`config.mk`:
```
export PLATFORM = sky130hd
export DESIGN_NAME = clm_div_cell
export DESIGN_NICKNAME = d
export VERILOG_FILES = /design/src/sv/clm_pkg.sv /design/src/sv/clm_div_cell.sv
export SDC_FILE = /design/constraint.sdc
export NUM_CORES = 1
export LEC_CHECK = 0
export BUFFER_PORTS_ARGS = -buffer_cell sky130_fd_sc_hd__buf_2
export CORE_AREA = 2 2 241 243
export DETAILED_ROUTE_END_ITERATION = 8
export DIE_AREA = 0 0 243 245
export GPL_ROUTABILITY_DRIVEN = 1
export GPL_TIMING_DRIVEN = 0
export PLACE_DENSITY = 0.57
export SLEW_MARGIN = 20
export SYNTH_ARGS = -nofsm -noshare
export SYNTH_HDL_FRONTEND = slang
export SYNTH_SLANG_ARGS = --single-unit
```
`constraint.sdc`:
```
create_clock -name clk_i -period 1.7 [get_ports clk_i]
set_input_delay 0.085 -clock clk_i [delete_from_list [all_inputs] [get_ports clk_i]]
set_output_delay 0.085 -clock clk_i [all_outputs]
set_load 0.05 [all_outputs]
```
`src/sv/clm_pkg.sv`:
```
// ----------------------------------------------------------------------------
// clm_pkg: shared types and constants of the circle/line intersection block
// Payload structs, pipeline word layouts and the widths derived from the
// coordinate width.
// ----------------------------------------------------------------------------
package clm_pkg;

  localparam int CoordBits = 16;

  // Derived widths. Centered coordinates and differences need one extra bit.
  localparam int TxW   = CoordBits + 1;
  localparam int Dr2W  = 2 * CoordBits + 1;
  localparam int DW    = 2 * CoordBits + 2;
  localparam int RrW   = 2 * CoordBits - 2;
  localparam int DdW   = 4 * CoordBits + 2;
  localparam int DiscW = 4 * CoordBits + 3;
  localparam int RadW  = 4 * CoordBits;
  localparam int SqW   = 2 * CoordBits;
  localparam int RemW  = 2 * CoordBits + 1;
  localparam int NumW  = 3 * CoordBits + 3;
  localparam int MagW  = 3 * CoordBits + 2;
  localparam int QuoW  = CoordBits + 1;
  localparam int QsW   = CoordBits + 3;
  localparam int SumW  = CoordBits + 3;
  localparam int NumLanes = 4;

  localparam int AddrW = 3;
  localparam logic [AddrW-1:0] AddrCenterX = 3'd0;
  localparam logic [AddrW-1:0] AddrCenterY = 3'd4;

  typedef enum logic [1:0] {
    LaneXP,
    LaneXM,
    LaneYP,
    LaneYM
  } lane_e;

  typedef struct packed {
    logic signed [CoordBits-1:0] first_x;
    logic signed [CoordBits-1:0] first_y;
    logic signed [CoordBits-1:0] second_x;
    logic signed [CoordBits-1:0] second_y;
    logic [CoordBits-2:0]        radius;
  } in_t;

  typedef struct packed {
    logic signed [CoordBits-1:0] out_x;
    logic signed [CoordBits-1:0] out_y;
    logic                        valid_res;
  } out_t;

  // Context that rides along the square root chain.
  typedef struct packed {
    logic              ok;
    logic              y1pos;
    logic signed [DW-1:0]  d;
    logic signed [TxW-1:0] dx;
    logic signed [TxW-1:0] dy;
    logic [Dr2W-1:0]   dr2;
  } side_t;

  typedef struct packed {
    logic [RadW-1:0] rad;
    logic [RemW-1:0] rem;
    logic [SqW-1:0]  root;
  } sq_t;

  typedef struct packed {
    logic            neg;
    logic            big;
    logic [MagW-1:0] rem;
    logic [QuoW-1:0] quo;
  } lane_t;

  typedef struct packed {
    logic            ok;
    logic            y1pos;
    logic [Dr2W-1:0] dr2;
  } dctx_t;

endpackage

```
`src/sv/clm_div_cell.sv`:
```
// ----------------------------------------------------------------------------
// clm_div_cell: one quotient bit of the four-lane restoring divider
// Each lane compares its remainder with the shifted divisor, subtracts on a
// hit and sets the quotient bit that this cell owns.
// ----------------------------------------------------------------------------
module clm_div_cell #(
  parameter int Shift = 0
) (
  input  logic           clk_i,
  input  logic           rst_ni,
  input  logic           en_i,
  input  logic           valid_i,
  input  clm_pkg::dctx_t dctx_i,
  input  clm_pkg::lane_t [clm_pkg::NumLanes-1:0] lanes_i,
  output logic           valid_o,
  output clm_pkg::dctx_t dctx_o,
  output clm_pkg::lane_t [clm_pkg::NumLanes-1:0] lanes_o
);

  localparam int MagW = clm_pkg::MagW;
  localparam int NumLanes = clm_pkg::NumLanes;

  logic [MagW-1:0] dsr;
  clm_pkg::lane_t [NumLanes-1:0] lanes_d;
  clm_pkg::lane_t [NumLanes-1:0] lanes_q;
  clm_pkg::dctx_t dctx_q;
  logic           valid_q;

  always_comb begin
    dsr     = MagW'(dctx_i.dr2) << Shift;
    lanes_d = lanes_i;
    for (int j = 0; j < NumLanes; j++) begin
      if (lanes_i[j].rem >= dsr) begin
        lanes_d[j].rem        = lanes_i[j].rem - dsr;
        lanes_d[j].quo[Shift] = 1'b1;
      end
    end
  end

  always_ff @(posedge clk_i or negedge rst_ni) begin
    if (!rst_ni) begin
      valid_q <= 1'b0;
    end else if (en_i) begin
      valid_q <= valid_i;
    end
  end

  always_ff @(posedge clk_i) begin
    if (en_i) begin
      lanes_q <= lanes_d;
      dctx_q  <= dctx_i;
    end
  end

  assign valid_o = valid_q;
  assign dctx_o  = dctx_q;
  assign lanes_o = lanes_q;

endmodule

```
# --- Word-level counts from Yosys, hierarchy flattened ---
# Index checks and enable logic that the tools add are counted.
word_totals:
  regBits: 312
  in_bits: 315
  out_inout_bits: 312
  elab_cells: 36
op_classes:
  n_addsub: 4
  magnitude_cmp: 4
  mux: 4
ops:
  columns: ["op", "n"]
  rows:
  - ["greater-or-equal comparator 50 x 33 -> 1 bit", 4]
  - ["two-way mux 50 bit", 4]
  - ["subtractor 50 x 33 -> 50 bit", 4]

# --- Logic depth before layout (Yosys ltp) ---
logic_depth:
  depth_word: 2
  ltp_mapped: 15
  depth_no_buf: 13

# --- Least setup slack after synthesis ---
# Ideal clock, no wire load.
synth_timing:
  kind: "input to register"
  start: "input port dctx_i[1] in the netlist's numbering"
  end: "register lanes_q (netlist bit lanes_o[199]), data pin"
  setup_time_ns: 0.258
  arrival_time_ns: 2.746
  t_required_ns: 1.442
  path_slack_ns: -1.303
  stages: 11
  n_path_buf: 0
  cell_sequence: "inv_1 fa_1 a21oi_1 o221ai_1 o2111ai_1 nand3_1 a31oi_1 o21ai_0 a2111oi_0 nand3b_1 xnor2_1"
synth_rtl:
  columns: ["item", "line", "source"]
  rows:
  - ["from (decl)", "clm_div_cell.sv:13", "input clm_pkg::dctx_t dctx_i,"]
  - ["to (signal assigned)", "clm_div_cell.sv:50", "lanes_q <= lanes_d;"]
  - ["to (decl)", "clm_div_cell.sv:25", "clm_pkg::lane_t [NumLanes-1:0] lanes_q;"]

==> results list <==
- Core outline area: 57000 um^2
- Htree depth: 2
- Post-route DRC violation count: 0
* Primary FF master, synth: sky130_fd_sc_hd__edfxtp_1
* Clock tree skew after final layout: 0 ns
* CP required: 2.00 ns
- Placed wire-length estimate: 67000 um
* WP data arrival: 2.88 ns
- Die area: 59500 um^2
- Row generation in the floorplan step produced 88 rows.
- Setup violations remaining at the end of the flow were counted as about 200.
* GP Congestion: 0.928
- RSZ-0062 raised after global routing: yes
* Power dissipated by switching net loads: approximately 0.011 W
- Of the cells placed in the final design, the portion with a size suffix greater than 1 is 0.484.
* Vias after detailed routing: 21.5k
* Highest fanout seen on the critical path: 4
- Global routing finished with a remaining overflow of 0.
* Multiplexer area fraction after synthesis: 0.0101
- Counting flops with an async set or reset pin after synthesis yields a share of 0.00321.
- Type of the tightest min-delay check: in2reg
- Post-route minimum period: 2.58 ns
* Post-synthesis adder-cell area fraction: 0.0862
- The number of buffers and inverters on the critical path is 4.
- Starting DRC count in detailed routing: between 1k and 1.5k
- TritonCTS built the clock tree.
* Share of power burned in combinational logic: 0.394
- Once placement finished, the instance area stood at around 25000 um^2.
* Area share of xor/xnor cells in the synthesized design: 0.0806
- Clock root buffer master: sky130_fd_sc_hd__clkbuf_16
- Chain of cells forming the critical path: buf_8, clkinvlp_4, buf_6, ha_4, and4_4, a221o_1, or3_1, o2111a_2, a21oi_4, o21ai_2, o31a_1, buf_6, nor4_4, xor2_1
- Cell type group with the largest total delay on the critical path: compound AO/OA/AOI/OAI gates
- Clock-pin slew reported for the worst setup and hold paths after clock tree synthesis: 0.06 ns
- Clock latency on the worst-skew pair, taken at its later pin, is 0.56 ns.
- Number of synthesized register bits: 312
- Buffers inserted during clock tree synthesis total 38.
* Share of the synthesized area in compound gates (AO/OA/AOI/OAI): 0.170
- Worst setup SP type: input port
- Initial Util: 0.352
- I/O pins: roughly 630
- For this design the static power due to leakage is 14.4 nW.
- The worst pin sits at a relative slew slack of 0.472.
* Most used cells in the layout excluding fill and tap cells: sky130_fd_sc_hd__buf_2 (598), sky130_fd_sc_hd__dlygate4sd3_1 (318), sky130_fd_sc_hd__edfxtp_1 (311)
- Netlist area before placement: 20100 um^2
* Worst path max stage delay: 0.34 ns
- Internal power contribution: 0.0188 W
* # fillers: between 4k and 5k
- Vias per Instance: ~5.3
- Register area share after synthesis: 0.466
- Run status: finished, violations left
- By area, the combinational part of the netlist is dominated by compound AO/OA/AOI/OAI gates.
* Setup WS post-layout: -0.881 ns
- Critical Path End Type: flip-flop
* Number of enable flip-flop cells after synthesis: between 300 and 400
* Worst hold margin: -0.00530 ns
- Prior to clock tree synthesis, the placed netlist has a worst setup slack of -2.09 ns.
* Post-Syn Instances: between 2k and 2.5k
* Horizontal extent of the die: 243 um
- Area of all placed cells without fillers: 36000 um^2
- Maximum capacitance violations: 0
- Cell with the biggest individual delay on the critical path: sky130_fd_sc_hd__or3_1
- Count of yosys warnings during synthesis: 0
- Number of different library cells in the post-synthesis netlist: 81
* Maximum vdd drop: around 640 uV
* Buffer depth of the longest clock path: 3
- The final reports fail on hold timing, setup timing.
- Number of antenna violations at the first check in global routing: 14
- The via count of the first global-routing pass came to between 20k and 25k.
* Num Clock Sinks: between 300 and 400
- A synthesized cell averages 10.0 um^2.
* Slew Limit Fails: 0
- Power density over cell area: 837 nW/um^2
* Global-route wire length before repair: 136000 um
* Pin count of the biggest net entering global routing: between 90 and 100
- Ratio of final minimum period to clock period: 1.52
- Post-synthesis simple-gate area fraction: 0.155
- Die Y: 245 um
- Combined area of the multi-input logic cells: between 10000 and 15000 um^2
- At the pin with the least slew margin, the transition time is 0.785 ns.
- Derived from the worst setup path, the maximum achievable clock frequency is 387 MHz.
* Relative contribution of the clock network to total power: 0.276
- Global router's overall resource usage: 0.305
- In the final routed layout, each cell accounts on average for between 20 and 25 um.
* Sequential group share of total power: 0.330
- Most common library cell in the layout ignoring fill and taps: sky130_fd_sc_hd__buf_2
- Signed area change from the synthesized netlist to the final layout: 79.3%
* Net Count, Synth: roughly 2.5k
- Routed wire length: 96800 um
* Total iterations of the first detailed-routing run: 6
- ANT nets after route: 0
* Worst Path Class, Setup: in2reg
- The count of endpoints failing hold in the final timing report was 1.
- Among the stages of the critical path, the cell type that occurs most often is sky130_fd_sc_hd__buf_6.
- The sequential cells in the finished layout cover a total of 9360 um^2.
- Port Buf Inserts: between 600 and 700
* Share of total power consumed by net switching: 0.377
* Final net count: 3677
==> routing by layer <==
layer	share of wire	vias up	global-route usage
li1	-	9945	-
met1	0.39	10400	0.357
met2	0.48	918	0.512
met3	0.067	239	0.0666
met4	0.064	2	0.186
met5	0.00012	-	0
==> final timing paths <==
kind,depth (start not counted),endpoint,slack [ns],from
max in group asynchronous,3,valid_o,1.22,rst_ni
worst min-delay path,4,lanes_o[273],-0.005,lanes_i[272]
worst max-delay path,14,lanes_o[54],-0.88,dctx_i[7]
min in group asynchronous,3,valid_o,0.36,rst_ni
worst max register to register,1,valid_o,0.93,valid_o
worst min register to register,1,valid_o,0.54,valid_o
==> Yosys cell counts, types with 4 or more instances <==
library cell,count,area [um^2]
sky130_fd_sc_hd__a211o_1,5,43.8
sky130_fd_sc_hd__a211oi_1,15,113
sky130_fd_sc_hd__a21boi_0,4,30.0
sky130_fd_sc_hd__a21o_1,64,480
sky130_fd_sc_hd__a21oi_1,232,1160
sky130_fd_sc_hd__a31oi_1,20,125
sky130_fd_sc_hd__and2_1,8,50.1
sky130_fd_sc_hd__and3_1,10,62.6
sky130_fd_sc_hd__and4_1,4,35.0
sky130_fd_sc_hd__buf_1,6,22.5
sky130_fd_sc_hd__buf_2,21,105
sky130_fd_sc_hd__clkbuf_1,53,199
sky130_fd_sc_hd__edfxtp_1,311,9340
sky130_fd_sc_hd__fa_1,4,80.1
sky130_fd_sc_hd__ha_1,132,1650
sky130_fd_sc_hd__inv_1,79,297
sky130_fd_sc_hd__mux2_2,18,203
sky130_fd_sc_hd__nand2_1,171,642
sky130_fd_sc_hd__nand2b_1,18,113
sky130_fd_sc_hd__nand3_1,43,215
sky130_fd_sc_hd__nand3b_1,6,45.0
sky130_fd_sc_hd__nand4_1,37,231
sky130_fd_sc_hd__nand4b_1,5,43.8
sky130_fd_sc_hd__nor2_1,183,687
sky130_fd_sc_hd__nor2b_1,15,93.8
sky130_fd_sc_hd__nor3_1,46,230
sky130_fd_sc_hd__nor3b_1,5,37.5
sky130_fd_sc_hd__nor4_1,32,200
sky130_fd_sc_hd__nor4_2,4,50.1
sky130_fd_sc_hd__nor4b_1,4,35.0
sky130_fd_sc_hd__o2111ai_1,7,61.3
sky130_fd_sc_hd__o211ai_1,16,120
sky130_fd_sc_hd__o21a_1,15,113
sky130_fd_sc_hd__o21ai_0,105,526
sky130_fd_sc_hd__o21bai_1,26,195
sky130_fd_sc_hd__o31ai_1,6,45.0
sky130_fd_sc_hd__or2_2,8,50.1
sky130_fd_sc_hd__or3_1,17,106
sky130_fd_sc_hd__or4_1,10,75.1
sky130_fd_sc_hd__xnor2_1,104,911
sky130_fd_sc_hd__xor2_1,81,709
==> through the flow <==
step	cells	util	power, W	hold WS, ns	setup TNS, ns
after global routing	4023	0.632	0.0312	0.00594	-142.55
after CTS	3925	0.590	0.0293	-0.185	-125.05
after floorplan	2009	-	0.0165	-0.211	-167.17
final	4026	0.632	0.0302	-0.00530	-128.05
after global placement	3396	0.442	0.0193	-0.141	-1611.07
after detailed placement	3399	0.444	0.0193	-0.132	-362.62
==> registers in the layout (all words and copies together), names as in the netlist <==
signal	flops
lanes_o	276
valid_o	1
dctx_o	35
==> final cells by class <==
type,count,share of cell area
antenna,9,0.000625
multi-input combinational,1536,0.384
sequential,312,0.260
clock inverter,18,0.00548
timing repair buffer,1212,0.264
buffer,47,0.0184
clock buffer,48,0.0286
tap,765,0.0266
inverter,79,0.0120
==> power groups by stage <==
stage | sequential, W | combinational, W | clock [W]
finish | 0.00995 | 0.0119 | 0.00832
global route | 0.0100 | 0.0125 | 0.00871
CTS | 0.00994 | 0.0109 | 0.00845
detailed placement | 0.0101 | 0.00922 | 0
global placement | 0.0101 | 0.00917 | 0
floorplan | 0.0132 | 0.00327 | 0
==> logic make-up (layout without fill, tap and decap cells) <==
kind of cell             after synthesis  count (layout)
multiplexers                          18              18
adder cells (fa/ha/maj)              136             136
flip-flops                           312             312
AND/OR/NAND/NOR                      637             637
other                                  0               9
buffers and inverters                161            1404
XOR/XNOR                             185             185
AO/OA/AOI/OAI                        560             560
==> repair_timing <==
| action | 4_1_cts | 5_1_grt |
|---|---|---|
| hold buffers | 318 | 2 |
| pin swaps | 122 | 156 |
| gates cloned | 13 | 2 |
| gates resized for setup | 483 | 369 |
| endpoints found under the setup margin | 204 | 204 |
| hold endpoints to repair | 349 | 2 |
| buffers inserted | 154 | 113 |
Note: power is estimated with default switching activity, not from simulation.
