**config.mk**
```make
export PLATFORM = sky130hd
export DESIGN_NAME = clm_sqrt_cell
export DESIGN_NICKNAME = d
export VERILOG_FILES = /design/src/sv/clm_pkg.sv /design/src/sv/clm_sqrt_cell.sv
export SDC_FILE = /design/constraint.sdc
export NUM_CORES = 1
export LEC_CHECK = 0
export BUFFER_PORTS_ARGS = -buffer_cell sky130_fd_sc_hd__buf_2
export CAP_MARGIN = 10
export CORE_MARGIN = 10
export CORE_UTILIZATION = 29
export CTS_CLUSTER_DIAMETER = 120
export CTS_CLUSTER_SIZE = 14
export DETAILED_ROUTE_END_ITERATION = 10
export PLACE_DENSITY = 0.52
export SLEW_MARGIN = 25
export SYNTH_ARGS = -nofsm -noshare
export SYNTH_HDL_FRONTEND = slang
export SYNTH_SLANG_ARGS = --single-unit
```
**constraint.sdc**
```tcl
create_clock -name clk_i -period 1.1 [get_ports clk_i]
set_clock_uncertainty 0.05 [all_clocks]
set_input_delay 0.055 -clock clk_i [delete_from_list [all_inputs] [get_ports clk_i]]
set_output_delay 0.055 -clock clk_i [all_outputs]
set_load 0.01 [all_outputs]
```
**src/sv/clm_pkg.sv**
```systemverilog
// ----------------------------------------------------------------------------
// clm_pkg: shared types and constants of the circle/line intersection block
// Payload structs, pipeline word layouts and the widths derived from the
// coordinate width.
// ----------------------------------------------------------------------------
package clm_pkg;

  localparam int CoordBits = 16;

  // Derived widths. Centered coordinates and differences need one extra bit.
  localparam int TxW   = CoordBits + 1;
  localparam int Dr2W  = 2 * CoordBits + 1;
  localparam int DW    = 2 * CoordBits + 2;
  localparam int RrW   = 2 * CoordBits - 2;
  localparam int DdW   = 4 * CoordBits + 2;
  localparam int DiscW = 4 * CoordBits + 3;
  localparam int RadW  = 4 * CoordBits;
  localparam int SqW   = 2 * CoordBits;
  localparam int RemW  = 2 * CoordBits + 1;
  localparam int NumW  = 3 * CoordBits + 3;
  localparam int MagW  = 3 * CoordBits + 2;
  localparam int QuoW  = CoordBits + 1;
  localparam int QsW   = CoordBits + 3;
  localparam int SumW  = CoordBits + 3;
  localparam int NumLanes = 4;

  localparam int AddrW = 3;
  localparam logic [AddrW-1:0] AddrCenterX = 3'd0;
  localparam logic [AddrW-1:0] AddrCenterY = 3'd4;

  typedef enum logic [1:0] {
    LaneXP,
    LaneXM,
    LaneYP,
    LaneYM
  } lane_e;

  typedef struct packed {
    logic signed [CoordBits-1:0] first_x;
    logic signed [CoordBits-1:0] first_y;
    logic signed [CoordBits-1:0] second_x;
    logic signed [CoordBits-1:0] second_y;
    logic [CoordBits-2:0]        radius;
  } in_t;

  typedef struct packed {
    logic signed [CoordBits-1:0] out_x;
    logic signed [CoordBits-1:0] out_y;
    logic                        valid_res;
  } out_t;

  // Context that rides along the square root chain.
  typedef struct packed {
    logic              ok;
    logic              y1pos;
    logic signed [DW-1:0]  d;
    logic signed [TxW-1:0] dx;
    logic signed [TxW-1:0] dy;
    logic [Dr2W-1:0]   dr2;
  } side_t;

  typedef struct packed {
    logic [RadW-1:0] rad;
    logic [RemW-1:0] rem;
    logic [SqW-1:0]  root;
  } sq_t;

  typedef struct packed {
    logic            neg;
    logic            big;
    logic [MagW-1:0] rem;
    logic [QuoW-1:0] quo;
  } lane_t;

  typedef struct packed {
    logic            ok;
    logic            y1pos;
    logic [Dr2W-1:0] dr2;
  } dctx_t;

endpackage

```
**src/sv/clm_sqrt_cell.sv**
```systemverilog
// ----------------------------------------------------------------------------
// clm_sqrt_cell: one digit of the integer square root chain
// Brings down two radicand bits, tries the next root bit and passes the
// partial root, remainder and context to the next cell.
// ----------------------------------------------------------------------------
module clm_sqrt_cell (
  input  logic           clk_i,
  input  logic           rst_ni,
  input  logic           en_i,
  input  logic           valid_i,
  input  clm_pkg::sq_t   sq_i,
  input  clm_pkg::side_t side_i,
  output logic           valid_o,
  output clm_pkg::sq_t   sq_o,
  output clm_pkg::side_t side_o
);

  localparam int RemW = clm_pkg::RemW;
  localparam int RadW = clm_pkg::RadW;
  localparam int SqW  = clm_pkg::SqW;
  localparam int CurW = RemW + 2;

  logic [CurW-1:0] cur;
  logic [CurW-1:0] trial;
  logic [CurW-1:0] diff;
  logic            take;
  clm_pkg::sq_t    sq_d;
  clm_pkg::sq_t    sq_q;
  clm_pkg::side_t  side_q;
  logic            valid_q;

  always_comb begin
    cur   = {sq_i.rem, sq_i.rad[RadW-1 -: 2]};
    trial = CurW'({sq_i.root, 2'b01});
    diff  = cur - trial;
    take  = (cur >= trial);
    sq_d.rad  = sq_i.rad << 2;
    sq_d.rem  = take ? diff[RemW-1:0] : cur[RemW-1:0];
    sq_d.root = {sq_i.root[SqW-2:0], take};
  end

  always_ff @(posedge clk_i or negedge rst_ni) begin
    if (!rst_ni) begin
      valid_q <= 1'b0;
    end else if (en_i) begin
      valid_q <= valid_i;
    end
  end

  always_ff @(posedge clk_i) begin
    if (en_i) begin
      sq_q   <= sq_d;
      side_q <= side_i;
    end
  end

  assign valid_o = valid_q;
  assign sq_o    = sq_q;
  assign side_o  = side_q;

endmodule

```
; Yosys cells after proc, flatten, opt, wreduce, memory -nomap -nowiden
; Cells that the tools add are included.
[totals]
register_bits = 231
out_inout_bits = 233
[op_classes]
add_sub_neg = 1
order_cmp = 1
mux = 1
[ops]
columns = operator, count
row1 = $ge A35 B34 Y1, 1
row2 = $mux W33, 1
row3 = $sub A33 B33 Y33, 1

; Longest topological paths before layout
; Gate-level depths: netlist (run 1).
[depth]
ltp_word = 2
ltp_mapped = 14

; Least setup slack after synthesis (run 1)
; Ideal clock, no wire load.
[synth_timing]
kind = input-to-reg
start = in sq_i[5] (netlist name)
end = reg sq_q (netlist bit sq_o[64]) (data pin)
setup_ps = 261
t_arrival_ps = 2187
t_required_ps = 789
path_slack_ps = -1398
path_stages = 11
n_path_buf = 0
cell_sequence = inv_1 > ha_1 > a211oi_2 > o21bai_1 > a21o_1 > a221o_1 > a221o_1 > a21o_1 > a21oi_2 > xor2_1 > a21oi_1
[synth_lines]
columns = item, line_no
row1 = start: declaration, clm_sqrt_cell.sv:11  ; input clm_pkg::sq_t sq_i,
row2 = end signal: assignment, clm_sqrt_cell.sv:52  ; sq_q <= sq_d;
row3 = end: declaration, clm_sqrt_cell.sv:28  ; clm_pkg::sq_t sq_q;

==> results of run 1 <==
==> layer usage <==
metal  global-route usage (%)  wire length [um]
met2                     32.5             19800
met3                     5.14              2920
met4                     5.32               869
met5                        0                35
met1                     19.2             13800
==> kinds of logic after synthesis <==
| group | after synthesis |
|---|---|
| adder cells (fa/ha/maj) | 34 |
| other | 1 |
| AO/OA/AOI/OAI | 131 |
| buffers and inverters | 57 |
| flip-flops | 231 |
| AND/OR/NAND/NOR | 103 |
| multiplexers | 8 |
| XOR/XNOR | 28 |
==> cell type report <==
class / instances / area, um^2 / area share (%)
diodes: 9 / 22.5 / 0.133
clock buffers: 28 / 552 / 3.27
clock inverters: 1 / 8.76 / 0.0519
inverters: 39 / 161 / 0.956
multi-input cells: 306 / 2620 / 15.5
flip-flops and latches: 231 / 6930 / 41.1
well taps: 402 / 503 / 2.98
repair buffers: 846 / 6070 / 36.0
==> cell usage in the layout, fill, tap and decap left out, drive strengths merged, types with 3 or more instances in the layout <==
cell           n
a21o           9
nor2          42
nand2b         4
nand4          6
ha            34
o21a           8
xnor2         19
o21ai         21
a21oi         58
edfxtp       230
o21bai         6
clkbuf        29
a221o          3
nor3           5
a211oi         5
xor2           9
buf          611
a31oi          5
nand2         28
nand3          8
inv           40
dlygate4sd3  234
and3           3
mux2           8
o31ai          3
diode          9
==> per-stage QoR <==
stage	instance area [um^2]	setup TNS, ns	hold slack [ns]
after CTS	16500	-39.60	0.00577
after global placement	13200	-51.38	-0.218
after global routing	16900	-46.79	0.0513
after detailed placement	13200	-52.48	-0.213
after floorplan	9430	-39.03	-0.291
final	16900	-34.10	0.0365
==> report_power, final <==
part | internal, uW | switching [uW] | leakage (uW) | total [uW]
logic | 2780 | 2570 | 0.00478 | 5350
registers | 10600 | 221 | 0.00226 | 10800
clock network | 3470 | 3060 | 0.000272 | 6540
total | 16900 | 5850 | 0.00732 | 22700
==> worst max-delay path, delay by kind of cell <==
family	cells	cell delay, ns
xor gates and xnor gates	1	0.16
adders and majority gates	1	0.26
buffers and inverters	1	0.12
and+or+nand+nor	1	0.14
AOI/OAI and AO/OA	7	1.51
==> worst max path at each step <==
stage          endpoint  slack (ns)      from
3_3_place_gp   sq_o[38]       -1.57   sq_i[6]
6_report       sq_o[64]       -0.92  sq_i[32]
3_5_place_dp   sq_o[55]       -1.59   sq_i[6]
2_1_floorplan  sq_o[38]       -1.22   sq_i[6]
4_1_cts        sq_o[55]       -0.90   sq_i[6]
5_1_grt        sq_o[61]       -1.00   sq_i[6]
==> repair_timing <==
item	in CTS	in global routing
cloned	1	1
endpoints found under the setup margin	265	265
pin swaps	28	20
resized for setup	72	67
setup buffers	7	2
hold endpoints to repair	237	0
hold buffers	234	0
==> sequential cells by signal, summed over array words and instances, names as in the netlist <==
| name | count |
|---|---|
| sq_o | 127 |
| side_o | 103 |
| valid_o | 1 |
==> metrics.csv, run 1 <==
metric,value,unit
status,"finished, violations left",
failing checks,negative setup slack,
CP startpoint kind,input pin,
largest net degree at the start of global routing,34,
R2R Path End,valid_o,
Root Buffer,clkbuf_16,
CP cell instances,"buf_2, ha_4, nor2b_4, o31ai_4, a21oi_2, a221o_1, a221o_1, a21o_1, a21oi_2, xor2_1, a21oi_1",
Area Growth Syn to Fin,82.9,%
CP peak stage delay,0.39,ns
most numerous cell in the Yosys netlist,edfxtp_1,
leakage power,0.00732,uW
CP max FO,4,
Final nets,1714,
unrepaired setup endpoints after global routing,yes,
wire length per cell,20.1,um
DRT iter0 DRCs,284,
Post-route DRC,0,
"Hold Vio Cnt, Final",0,
dpl ws,-1.59,ns
r2r worst-path depth,1,
Synth Area in XOR/XNOR,2.66,%
PD cells,1350,mW/mm^2
clk slew on worst S/H paths,0.08,ns
Hold Path Depth,4,
DR vias,8266,
register bit total from synthesis,231,
initial antenna violation count,10,
"Top FF cell, synth",edfxtp_1,
async set or reset register ratio after synthesis,0.433,%
# fillers,2662,
Syn Inst Count,593,
FF-to-FF setup slack,0.29,ns
die height,198,um
Die ar.,0.0394,mm^2
Post-Synth Adder-Cell Area,4.61,%
Post-Route WL,37400,um
post-route setup slack,-0.915,ns
Simple-Gate Fraction of Synth Area,4.98,%
Detail Route Antenna Nets,0,
Synth Area per Inst,15.6,um^2
aggregate global routing overflow,0,
fraction of layout cells with a size suffix above 1,50.8,%
Worst Hold Class,in2reg,
hold worst-path end,sq_o[63],
r2r startpoint,valid_o,
die width,198,um
Post-synth EDFFs,230,
final period demand of the worst path,2.02,ns
fmax,0.496,GHz
Total GRT Usage,17.7,%
main combinational cell family by area after synthesis,compound AO/OA/AOI/OAI gates,
CTS Buf Count,20,
"Req. time, crit path",1.32,ns
Worst setup EP type,register,
CTS sink cnt,231,
Core ar.,0.0315,mm^2
Final Max Tran Viols,0,
Synth area leaders,"edfxtp_1 (75%), ha_1 (4.6%), a21oi_1 (3.0%)",
crit path kind,in2reg,
# port buffers,466,
Hold Startpoint,sq_i[64],
post-synthesis mux area share,0.976,%
CTS tree,built,
Final Util,53.6,%
Yosys cell types,49,
"Seq/Total Area, Yosys",75.1,%
GP Congestion,0.817,
total power,22700,uW
placed insts,1579,
peak supply drop,990,uV
Pre-antenna DRT Iters,4,
maximum clock insertion buffer count,3,
"non-filler cells, final",1862,
Core Rows,65,
H-tree depth,1,
Synth Cell Area,0.00923,mm^2
hpwl dp,27900,um
Vias/cell,4.44,
IO Count,469,
first-pass GRT wire length,53900,um
most frequent cells after synthesis,"edfxtp_1 (230), a21oi_1 (56), nor2_1 (42)",
"Max stage delay cell, worst path",a221o_1,
Synth area leader,edfxtp_1,
Initial Util,29.3,%
compound-gate portion of the synthesized area,8.96,%
Worst EP arrival,2.24,ns
vias in the first global route,8823,
total of warnings raised by yosys,0,
worst skew pair latency,0.51,ns
area fraction of the dominant cell type after synthesis,74.8,%
fin crit share,183,%
number of max-cap violations,0,
final setup vio count,241,
(Power assumes the default switching activity.)
==> inputs of run 2 (changes only) <==
--- a/config.mk
+++ b/config.mk
@@ -5,7 +5,8 @@
 export SDC_FILE = /design/constraint.sdc
 export NUM_CORES = 1
 export LEC_CHECK = 0
-export BUFFER_PORTS_ARGS = -buffer_cell sky130_fd_sc_hd__buf_2
+export ABC_AREA = 0
+export BUFFER_PORTS_ARGS = -buffer_cell sky130_fd_sc_hd__buf_4
 export CAP_MARGIN = 10
 export CORE_MARGIN = 10
 export CORE_UTILIZATION = 29
==> run 2 against run 1 <==
Compared with the run above:
- the flow still finishes with violations (negative setup slack)
- non-clock buffer count down 13
- wire length grew 9.5%
- critical path type unchanged
- largest power group unchanged
- first-iteration DRC count is 33% higher
- largest cell class is now buffers
- sequential cell count unchanged
- critical path depth is the same
- combinational power increased by 19%
==> metrics.csv, run 2 (synthesis gave the netlist of run 1 again) <==
metric,value,unit,change
Post-Route WL,41000,um,+9.5%
CTS sink cnt,231,,unchanged
Core ar.,0.0315,mm^2,unchanged
worst skew pair latency,0.49,ns,-0.02 ns
unrepaired setup endpoints after global routing,yes,,
IO Count,469,,unchanged
Die ar.,0.0394,mm^2,unchanged
Hold Path Depth,4,,unchanged
Vias/cell,4.50,,+1.3%
CP max FO,6,,+2
final period demand of the worst path,2.07,ns,+0.0531 ns
die width,198,um,unchanged
DR vias,8315,,+0.59%
crit path kind,in2reg,,
Post-route DRC,0,,unchanged
initial antenna violation count,11,,+1
Worst setup EP type,register,,
"most common cell after layout, fill and taps aside",buf_4,,
max reg flops,127,,unchanged
Root Buffer,clkbuf_16,,
Pre-antenna DRT Iters,7,,+3
R2R Path End,valid_o,,
Detail Route Antenna Nets,0,,unchanged
"Hold Vio Cnt, Final",0,,unchanged
die height,198,um,unchanged
vias in the first global route,8878,,+0.62%
Worst Hold Class,in2reg,,
first-pass GRT wire length,57500,um,+6.7%
Initial Util,29.3,%,unchanged
Fin Hold WS,0.0333,ns,-0.00323 ns
Total GRT Usage,19.2,%,+1.5 points
fin crit share,188,%,+4.8 points
fraction of layout cells with a size suffix above 1,49.2,%,-1.6 points
CTS tree,built,,
# fillers,2470,,-7.2%
clk slew on worst S/H paths,0.07,ns,about the same
critical path's most frequent cell,a21oi_2,,
"Req. time, crit path",1.30,ns,-0.02 ns
aggregate global routing overflow,0,,unchanged
status,"finished, violations left",,
"Max stage delay cell, worst path",a221o_1,,
DRT iter0 DRCs,379,,+33%
H-tree depth,1,,unchanged
post-route setup slack,-0.969,ns,-0.0531 ns
CP cell instances,"buf_8, ha_4, and4_4, and3_4, nand2_2, a221o_1, a21oi_2, a21oi_2, o21ai_4, buf_12, mux2_4",,
FF-to-FF setup slack,0.28,ns,about the same
Final Max Tran Viols,0,,unchanged
GP Congestion,0.795,,-2.6%
r2r worst-path depth,1,,unchanged
largest net degree at the start of global routing,48,,+41%
r2r startpoint,valid_o,,
most frequent cells in the layout,"buf_4 (347), buf_6 (240), dlygate4sd3_1 (233)",,
failing checks,negative setup slack,,
PD cells,1290,mW/mm^2,-4.3%
leakage power,0.00790,uW,+8.0%
# port buffers,466,,unchanged
hold worst-path end,sq_o[33],,
CP peak stage delay,0.37,ns,-0.02 ns
CP startpoint kind,input pin,,
wire length per cell,22.2,um,+10%
Final nets,1701,,-0.76%
fmax,0.483,GHz,-2.6%
peak supply drop,873,uV,-12%
Core Rows,65,,unchanged
Worst EP arrival,2.27,ns,+0.03 ns
CTS Buf Count,20,,unchanged
hpwl dp,29400,um,+5.5%
Hold Startpoint,sq_i[128],,
final setup vio count,265,,+10%
maximum clock insertion buffer count,3,,unchanged
number of max-cap violations,0,,unchanged
total power,24000,uW,+5.6%
Final Util,59.2,%,+5.6 points
Area Growth Syn to Fin,102,%,
run 2: what timing repair did:
item / 4_1_cts / 5_1_grt
setup endpoints to repair: 265 / 315
hold endpoints to repair: 241 / 0
pin swaps: 13 / 10
buffers inserted: 9 / 4
cloned: 1 / 3
resized for setup: 237 / 80
hold buffers: 233 / 0
run 2: per-layer routing:
metal  wire (um)  GRT usage (%)  up-vias
met1       14700           20.4     4023
met4        1150           5.98        2
met2       21900           35.6      321
met3        3190           5.69       59
li1            -              -     3910
met5          11              0        -
run 2: area by class of cell:
cell class	count	area [um^2]	share of cell area, %
well taps	402	503	2.70
multi-input cells	306	2520	13.5
diodes	9	22.5	0.121
repair buffers	833	7920	42.5
clock buffers	28	552	2.96
inverters	39	166	0.893
clock inverters	1	8.76	0.0470
flip-flops and latches	231	6930	37.2
run 2: how the worst max path moves through the flow:
stage / startpoint / to / slack (ns) / cells past startpoint
2_1_floorplan: sq_i[6] / sq_o[38] / -1.22 / 11
3_3_place_gp: sq_i[18] / sq_o[63] / -1.54 / 12
3_5_place_dp: sq_i[18] / sq_o[63] / -1.55 / 12
4_1_cts: sq_i[37] / sq_o[64] / -0.90 / 11
5_1_grt: sq_i[37] / sq_o[45] / -1.02 / 11
6_report: sq_i[37] / sq_o[40] / -0.97 / 11
run 2: stage by stage:
stage | area, um^2 | TNS (ns) | setup WS, ns | cells
5_1_grt | 18600 | -48.92 | -1.02 | 1848
3_5_place_dp | 14300 | -50.45 | -1.55 | 1563
3_3_place_gp | 14300 | -50.85 | -1.54 | 1563
2_1_floorplan | 9430 | -39.03 | -1.22 | 594
4_1_cts | 18200 | -39.89 | -0.897 | 1835
6_report | 18600 | -36.83 | -0.969 | 1849
run 2: critical path: cells and delay by family:
family | cells | cell delay [ns]
compound gates | 4 | 0.88
mux | 1 | 0.30
simple gates | 3 | 0.47
buf+inv | 2 | 0.28
fa+ha+maj | 1 | 0.27
run 2: report_power, final:
part	switching [uW]	total (uW)	internal (uW)
Clock	3110	6580	3480
Sequential	394	11000	10600
Combinational	2640	6390	3750
Total	6140	24000	17900
